`config.mk`:
```
export PLATFORM = sky130hd
export DESIGN_NAME = cartridge_bank_mapper_scanline_irq_unit
export DESIGN_NICKNAME = d
export VERILOG_FILES = /design/src/rtl/core/cbm_pkg.sv /design/src/rtl/core/cbm_translate.sv /design/src/rtl/core/cartridge_bank_mapper_scanline_irq_unit.sv
export SDC_FILE = /design/constraint.sdc
export NUM_CORES = 1
export LEC_CHECK = 0
export BUFFER_PORTS_ARGS = -buffer_cell sky130_fd_sc_hd__buf_2
export CAP_MARGIN = 15
export CORE_UTILIZATION = 53
export CTS_CLUSTER_DIAMETER = 60
export DETAILED_ROUTE_END_ITERATION = 6
export PLACE_DENSITY_LB_ADDON = 0.05
export SKIP_CTS_REPAIR_TIMING = 1
export SLEW_MARGIN = 20
export SYNTH_ARGS = -nofsm -noshare
export SYNTH_HDL_FRONTEND = slang
export SYNTH_SLANG_ARGS = --single-unit
```
`constraint.sdc`:
```
create_clock -name clock -period 1.9 [get_ports clock]
set_input_delay 0.19 -clock clock [delete_from_list [all_inputs] [get_ports clock]]
set_output_delay 0.19 -clock clock [all_outputs]
set_load 0.05 [all_outputs]
```
`src/rtl/core/cbm_pkg.sv`:
```
// Shared types and constants for the cartridge bank mapper.
package cbm_pkg;

   typedef enum logic [1:0] {
      CMD_WRITE     = 2'd0,
      CMD_TICK      = 2'd1,
      CMD_CPU_XLATE = 2'd2,
      CMD_PPU_XLATE = 2'd3
   } command_type;

   typedef enum logic [1:0] {
      TGT_NONE = 2'd0,
      TGT_PRG  = 2'd1,
      TGT_RAM  = 2'd2,
      TGT_CHR  = 2'd3
   } target_type;

   localparam int unsigned OFFSET_W  = 21;
   localparam int unsigned REQ_DATA_W = 40;
   localparam int unsigned RSP_DATA_W = 24;

   typedef logic [3:0][7:0] prg_bank_array_type;
   typedef logic [7:0][7:0] chr_bank_array_type;

   typedef struct packed {
      logic [OFFSET_W-1:0] rom_offset;
      target_type          target;
   } xlate_result_type;

   localparam logic [15:0] ADDR_MIRROR_A = 16'h42FE;
   localparam logic [15:0] ADDR_MIRROR_B = 16'h42FF;
   localparam logic [15:0] ADDR_IRQ_OFF  = 16'h4501;
   localparam logic [15:0] ADDR_CNT_LO   = 16'h4502;
   localparam logic [15:0] ADDR_CNT_HI   = 16'h4503;
   localparam logic [15:0] ADDR_PRG_LO   = 16'h4504;
   localparam logic [15:0] ADDR_PRG_HI   = 16'h4507;
   localparam logic [15:0] ADDR_CHR_LO   = 16'h4510;
   localparam logic [15:0] ADDR_CHR_HI   = 16'h4517;

   localparam logic [15:0] ADDR_FIXED_BANK = 16'hE000;
   localparam logic [15:0] ADDR_PRG_WIN    = 16'h8000;
   localparam logic [15:0] ADDR_RAM_WIN    = 16'h6000;
   localparam logic [15:0] ADDR_PPU_TOP    = 16'h2000;

   localparam logic [16:0] TICK_STEP    = 17'd114;
   localparam logic [8:0]  LAST_IRQ_LINE = 9'd240;

   localparam logic [7:0]  LAST_PRG_RESET = 8'd255;
   localparam logic [1:0]  MIRROR_RESET   = 2'd2;

endpackage

```
`src/rtl/core/cbm_translate.sv`:
```
// CPU and PPU address translation to ROM or RAM byte offsets.
module cbm_translate (
   input  cbm_pkg::command_type        command,
   input  logic [15:0]                 address,
   input  logic [7:0]                  last_prg_bank,
   input  cbm_pkg::prg_bank_array_type prg_banks,
   input  cbm_pkg::chr_bank_array_type chr_banks,
   output cbm_pkg::xlate_result_type   result
);
   import cbm_pkg::*;

   always_comb begin
      result.rom_offset = '0;
      result.target     = TGT_NONE;
      case (command)
         CMD_CPU_XLATE: begin
            if (address >= ADDR_FIXED_BANK) begin
               result.rom_offset = {last_prg_bank, address[12:0]};
               result.target     = TGT_PRG;
            end else if (address >= ADDR_PRG_WIN) begin
               result.rom_offset = {prg_banks[address[14:13]], address[12:0]};
               result.target     = TGT_PRG;
            end else if (address >= ADDR_RAM_WIN) begin
               result.rom_offset = {8'd0, address[12:0]};
               result.target     = TGT_RAM;
            end
         end
         CMD_PPU_XLATE: begin
            if (address < ADDR_PPU_TOP) begin
               result.rom_offset = {3'd0, chr_banks[address[12:10]], address[9:0]};
               result.target     = TGT_CHR;
            end
         end
         default: begin
            result.rom_offset = '0;
            result.target     = TGT_NONE;
         end
      endcase
   end

endmodule

```
`src/rtl/core/cartridge_bank_mapper_scanline_irq_unit.sv`:
```
// Top level of the cartridge bank mapper with scanline IRQ counter.
//
//  channel | direction | tdata / wdata                               | tuser
//  req     | in        | address, value, scanline, rendering_on     | command
//  rsp     | out       | rom_offset, irq, mirroring                  | target
//  csr     | in        | last_prg_bank                               | -
//
// One word per cycle while rsp does not stall; each word waits in the input
// register, then its result is registered for rsp as the state updates.
// Synchronous reset restores bank, mirroring and counter registers.
// A stalled rsp holds its word; req stays open while the result register drains.
module cartridge_bank_mapper_scanline_irq_unit (
   input  logic                           clock,
   input  logic                           reset,
   input  logic                           req_tvalid,
   output logic                           req_tready,
   // [15:0] address, [23:16] value, [32:24] scanline, [33] rendering_on
   input  logic [cbm_pkg::REQ_DATA_W-1:0] req_tdata,
   // [1:0] command
   input  logic [1:0]                     req_tuser,
   output logic                           rsp_tvalid,
   input  logic                           rsp_tready,
   // [20:0] rom_offset, [21] irq, [23:22] mirroring
   output logic [cbm_pkg::RSP_DATA_W-1:0] rsp_tdata,
   // [1:0] target
   output logic [1:0]                     rsp_tuser,
   input  logic                           csr_we,
   input  logic [7:0]                     csr_wdata
);
   import cbm_pkg::*;

   logic               in_valid_ff, in_valid_in;
   command_type        cmd_ff;
   logic [15:0]        addr_ff;
   logic [7:0]         value_ff;
   logic [8:0]         line_ff;
   logic               render_ff;

   logic [7:0]         last_prg_ff;
   prg_bank_array_type prg_ff, prg_in;
   chr_bank_array_type chr_ff, chr_in;
   logic [1:0]         mirror_ff, mirror_in;
   logic               irq_en_ff, irq_en_in;
   logic [15:0]        count_ff, count_in;

   logic                  out_valid_ff, out_valid_in;
   logic [OFFSET_W-1:0]   out_offset_ff;
   target_type            out_target_ff;
   logic                  out_irq_ff;
   logic [1:0]            out_mirror_ff;

   logic             fire;
   logic             irq_fire;
   logic [16:0]      tick_sum;
   xlate_result_type xlate;

   assign fire       = in_valid_ff && (!out_valid_ff || rsp_tready);
   assign req_tready = !in_valid_ff || fire;

   cbm_translate u_translate (
      .command       (cmd_ff),
      .address       (addr_ff),
      .last_prg_bank (last_prg_ff),
      .prg_banks     (prg_ff),
      .chr_banks     (chr_ff),
      .result        (xlate)
   );

   assign tick_sum = {1'b0, count_ff} + TICK_STEP;

   always_comb begin
      prg_in    = prg_ff;
      chr_in    = chr_ff;
      mirror_in = mirror_ff;
      irq_en_in = irq_en_ff;
      count_in  = count_ff;
      irq_fire  = 1'b0;
      if (fire) begin
         case (cmd_ff)
            CMD_WRITE: begin
               case (addr_ff) inside
                  ADDR_MIRROR_A, ADDR_MIRROR_B: mirror_in = {addr_ff[0], value_ff[4]};
                  ADDR_IRQ_OFF: irq_en_in = 1'b0;
                  ADDR_CNT_LO:  count_in  = {count_ff[15:8], value_ff};
                  ADDR_CNT_HI: begin
                     count_in  = {value_ff, count_ff[7:0]};
                     irq_en_in = 1'b1;
                  end
                  [ADDR_PRG_LO:ADDR_PRG_HI]: prg_in[addr_ff[1:0]] = value_ff;
                  [ADDR_CHR_LO:ADDR_CHR_HI]: chr_in[addr_ff[2:0]] = value_ff;
                  default: ;
               endcase
            end
            CMD_TICK: begin
               if (line_ff <= LAST_IRQ_LINE && render_ff && irq_en_ff) begin
                  if (tick_sum[16]) begin
                     irq_fire  = 1'b1;
                     irq_en_in = 1'b0;
                     count_in  = '0;
                  end else begin
                     count_in = tick_sum[15:0];
                  end
               end
            end
            default: ;
         endcase
      end
   end

   assign in_valid_in  = req_tready ? req_tvalid : in_valid_ff;
   assign out_valid_in = fire || (out_valid_ff && !rsp_tready);

   always_ff @(posedge clock) begin
      if (reset) begin
         in_valid_ff  <= 1'b0;
         out_valid_ff <= 1'b0;
         last_prg_ff  <= LAST_PRG_RESET;
         prg_ff       <= {8'd3, 8'd2, 8'd1, 8'd0};
         chr_ff       <= {8'd7, 8'd6, 8'd5, 8'd4, 8'd3, 8'd2, 8'd1, 8'd0};
         mirror_ff    <= MIRROR_RESET;
         irq_en_ff    <= 1'b0;
         count_ff     <= '0;
      end else begin
         in_valid_ff  <= in_valid_in;
         out_valid_ff <= out_valid_in;
         prg_ff       <= prg_in;
         chr_ff       <= chr_in;
         mirror_ff    <= mirror_in;
         irq_en_ff    <= irq_en_in;
         count_ff     <= count_in;
         if (csr_we) begin
            last_prg_ff <= csr_wdata;
         end
      end
   end

   always_ff @(posedge clock) begin
      if (req_tready && req_tvalid) begin
         cmd_ff    <= command_type'(req_tuser);
         addr_ff   <= req_tdata[15:0];
         value_ff  <= req_tdata[23:16];
         line_ff   <= req_tdata[32:24];
         render_ff <= req_tdata[33];
      end
      if (fire) begin
         out_offset_ff <= xlate.rom_offset;
         out_target_ff <= xlate.target;
         out_irq_ff    <= irq_fire;
         out_mirror_ff <= mirror_in;
      end
   end

   assign rsp_tvalid = out_valid_ff;
   assign rsp_tdata  = {out_mirror_ff, out_irq_ff, out_offset_ff};
   assign rsp_tuser  = out_target_ff;

   // irq only ever comes from a tick, which never translates
   a_irq_no_target: assert property (@(posedge clock) disable iff (reset)
      rsp_tvalid && out_irq_ff |-> out_target_ff == TGT_NONE)
      else $error("irq reported alongside a translation");

   a_irq_disables: assert property (@(posedge clock) disable iff (reset)
      irq_fire |=> !irq_en_ff && count_ff == 16'd0)
      else $error("counter overflow did not clear and disable");

   a_ram_window: assert property (@(posedge clock) disable iff (reset)
      rsp_tvalid && out_target_ff == TGT_RAM |-> out_offset_ff[OFFSET_W-1:13] == '0)
      else $error("RAM offset outside 8K window");

   a_input_held: assert property (@(posedge clock) disable iff (reset)
      in_valid_ff && !fire |=> in_valid_ff)
      else $error("input word lost while result register stalled");

endmodule

```
==> impl_metrics.env <==
export IMPL_ys_flop_type="dfxtp_1"
export IMPL_core_area_sq_mm=0.0145
export IMPL_combPwrFrac_pct=7.8
export IMPL_fmax_mhz=480
export IMPL_antenna_cells=0
export IMPL_maxSlewHeadroom_pct=50.3
export IMPL_finalClockSkew_ns=0.00945
export IMPL_cts_tree="done"
export IMPL_status="finished with violations"
export IMPL_dieArea_sq_mm=0.0153
export IMPL_seq_power_share_pct=49.6
export IMPL_path_max_fanout=8
export IMPL_wl_per_cell_microns=18.9
export IMPL_vias_per_cell=5.71
export IMPL_critical_path_top_delay_family="simple AND/OR/NAND/NOR gates"
export IMPL_synth_cell_types=64
export IMPL_synth_area_sq_mm=0.00783
export IMPL_yosys_top_cells_area="dfxtp_1 30%, edfxtp_1 24%, mux2i_1 11%"
export IMPL_totalWireLength_microns=19600
export IMPL_p_clk_share_pct=42.7
export IMPL_fin_crit_sh_pct=110
export IMPL_worstPathCellList="nor4_4, buf_4, and4_4, clkbuf_16, nand4_4, mux2i_1, nor2_1"
export IMPL_antenna_found_initial=0
export IMPL_grt_pass1_wl_microns=28700
export IMPL_critPathLaunchType="flop"
export IMPL_grt_overflow=0
export IMPL_final_area_sq_mm=0.0102
export IMPL_power_switching_uw=1940
export IMPL_nNetsFinal=896
export IMPL_crit_type="flop to flop"
export IMPL_grt_usage_pct=25.3
export IMPL_leakage_uw=0.00435
export IMPL_root_buffer="clkbuf_16"
export IMPL_power_per_cell_area_mw_per_mm2=814
export IMPL_synth_common_cells="116 x dfxtp_1, 96 x nor2_1, 86 x mux2i_1"
export IMPL_drv_cap=0
export IMPL_cts_sinks=178
export IMPL_cp_arrival_ns=2.38
export IMPL_netlist_instances=674
export IMPL_p_int_uw=6390
export IMPL_hold_path_class="input pin to flop"
export IMPL_avgSynthCellArea_sq_um=11.6
export IMPL_cts_buffers=17
export IMPL_grt_pass1_vias=5443
export IMPL_h_tree_depth=4
export IMPL_cts_path_max_buffers=2
export IMPL_syn_nets=730
export IMPL_finalWorstSetupSlack_ns=-0.185
export IMPL_syn_to_final_growth_pct=30.6
export IMPL_gp_congestion=0.856
export IMPL_yosysSeqAreaShare_pct=53.5
export IMPL_setup_tns_ns=-9.99
export IMPL_synthArstFlopShare_pct=0
export IMPL_whs_ns=-0.0131
export IMPL_num_vias=5924
export IMPL_end_kind="flop"
export IMPL_synth_most_common_cell="dfxtp_1"
export IMPL_core_rowCount=44
export IMPL_die_x_microns=124
export IMPL_tightest_slew_ns=0.741
export IMPL_cp_required_ns=2.19
export IMPL_ant_nets=0
export IMPL_drc=0
export IMPL_yosys_area_top_type="dfxtp_1"
export IMPL_cp_buffers_inverters=2
export IMPL_io_pins=83
export IMPL_drt_iter0_drc=477
export IMPL_rsz0062_at_grt="yes"
export IMPL_p_sw_share_pct=23.3
export IMPL_dpl_instance_area_sq_mm=0.00880
export IMPL_setup_viol=109
export IMPL_die_h_microns=124
export IMPL_cpPeakStageDelay_ns=0.47
export IMPL_ys_ff_latch=178
export IMPL_clk_latency_ns=0.42
export IMPL_synth_top_area_share_pct=29.7
export IMPL_first_pass_iters=5
export IMPL_start_util_pct=54.1
export IMPL_ir_worst_vdd_uv=686
export IMPL_portBuffers=76
export IMPL_violations="hold timing, setup timing"
export IMPL_min_period_ns=2.08
export IMPL_hold_viol=4
export IMPL_drive_gt1_share_pct=32.2
export IMPL_path_clk_slew_ns=0.06
export IMPL_crit_slowest_cell="edfxtp_1"
export IMPL_grt_max_degree=99
export IMPL_slew_viol_final=0
export IMPL_synth_edff_count=62
export IMPL_reg2reg_slack_ns=-0.18
export IMPL_post_dp_hpwl_microns=12700
export IMPL_ys_warn_count=0
[per-stage QoR]
| step | utilization [%] | power [uW] | cells | setup WS (ns) |
|---|---|---|---|---|
| finish | 70.6 | 8330 | 1037 | -0.185 |
| global route | 70.6 | 8610 | 1037 | -0.225 |
| CTS | 65.0 | 8280 | 985 | -0.230 |
| detailed placement | 60.8 | 4750 | 953 | -0.179 |
| global placement | 60.8 | 4740 | 953 | -0.161 |
| floorplan | - | 4530 | 674 | -0.0368 |
[per-layer routing]
metal	global-route usage (%)	routed length, microns	part of all wire (%)	vias to the layer above
li1	-	-	-	2803
met4	7.30	311	1.6	0
met1	35.1	8880	45	2906
met2	40.0	9320	48	194
met3	5.07	1100	5.6	21
met5	0	0	0	-
[power groups by stage]
| stage | registers, uW | clock network, uW | logic (uW) |
|---|---|---|---|
| final | 4130 | 3550 | 645 |
| after global routing | 4130 | 3790 | 689 |
| after CTS | 4120 | 3610 | 547 |
| after detailed placement | 4210 | 0 | 546 |
| after global placement | 4200 | 0 | 536 |
| after floorplan | 4250 | 0 | 276 |
[cell type report]
type | count | area, sq um
Multi-Input combinational cell | 441 | 3660
Timing Repair Buffer | 191 | 1490
Sequential cell | 178 | 4190
Clock buffer | 23 | 520
Tap cell | 184 | 230
Inverter | 11 | 41.3
Fill cell | 1043 | 4250
Clock inverter | 9 | 88.8
[sequential cells by signal, summed over array words and instances (netlist names)]
register / flops
chr_ff: 64
prg_ff: 24
out_offset_ff: 21
addr_ff: 16
count_ff: 15
line_ff: 9
last_prg_ff: 8
value_ff: 8
cmd_ff: 2
mirror_ff: 2
out_mirror_ff: 2
rsp_tuser: 2
in_valid_ff: 1
irq_en_ff: 1
out_irq_ff: 1
render_ff: 1
rsp_tvalid: 1
[worst paths after layout]
path | start | endpoint | cells past startpoint
worst max-delay path | addr_ff[12] | prg_ff[4] | 7
worst min-delay path | csr_wdata[6] | last_prg_ff[6] | 3
worst max register to register | addr_ff[12] | prg_ff[4] | 7
worst min register to register | chr_ff[61] | chr_ff[61] | 2
[cells in the final DEF (no fill, tap or decap), types with 5 or more instances in the layout]
| master | instances |
|---|---|
| a21oi_1 | 30 |
| a22oi_1 | 6 |
| and2_1 | 11 |
| buf_12 | 5 |
| buf_2 | 76 |
| buf_4 | 54 |
| buf_6 | 14 |
| clkbuf_16 | 21 |
| dfxtp_1 | 114 |
| dlygate4sd3_1 | 40 |
| edfxtp_1 | 62 |
| inv_1 | 10 |
| mux2i_1 | 81 |
| mux4_2 | 24 |
| nand2_1 | 38 |
| nand4_4 | 6 |
| nand4b_1 | 7 |
| nor2_1 | 93 |
| nor2b_1 | 7 |
| nor3_1 | 15 |
| o21ai_0 | 7 |
| o31ai_2 | 8 |
[tightest hold or removal path, cell delays in order]
cell and delay (ns):
buf_2 0.08, mux2i_1 0.06, nand2_1 0.05
[kinds of logic after synthesis]
family	count (synthesis)	synth area share, %
DFF	178	53.5
and+or+nand+nor	229	16.5
buffers and inverters	56	3.23
adders and majority gates	1	0.160
xor gates and xnor gates	7	0.783
AOI/OAI and AO/OA	91	7.64
muxes	112	18.2
(Power assumes the default switching activity.)
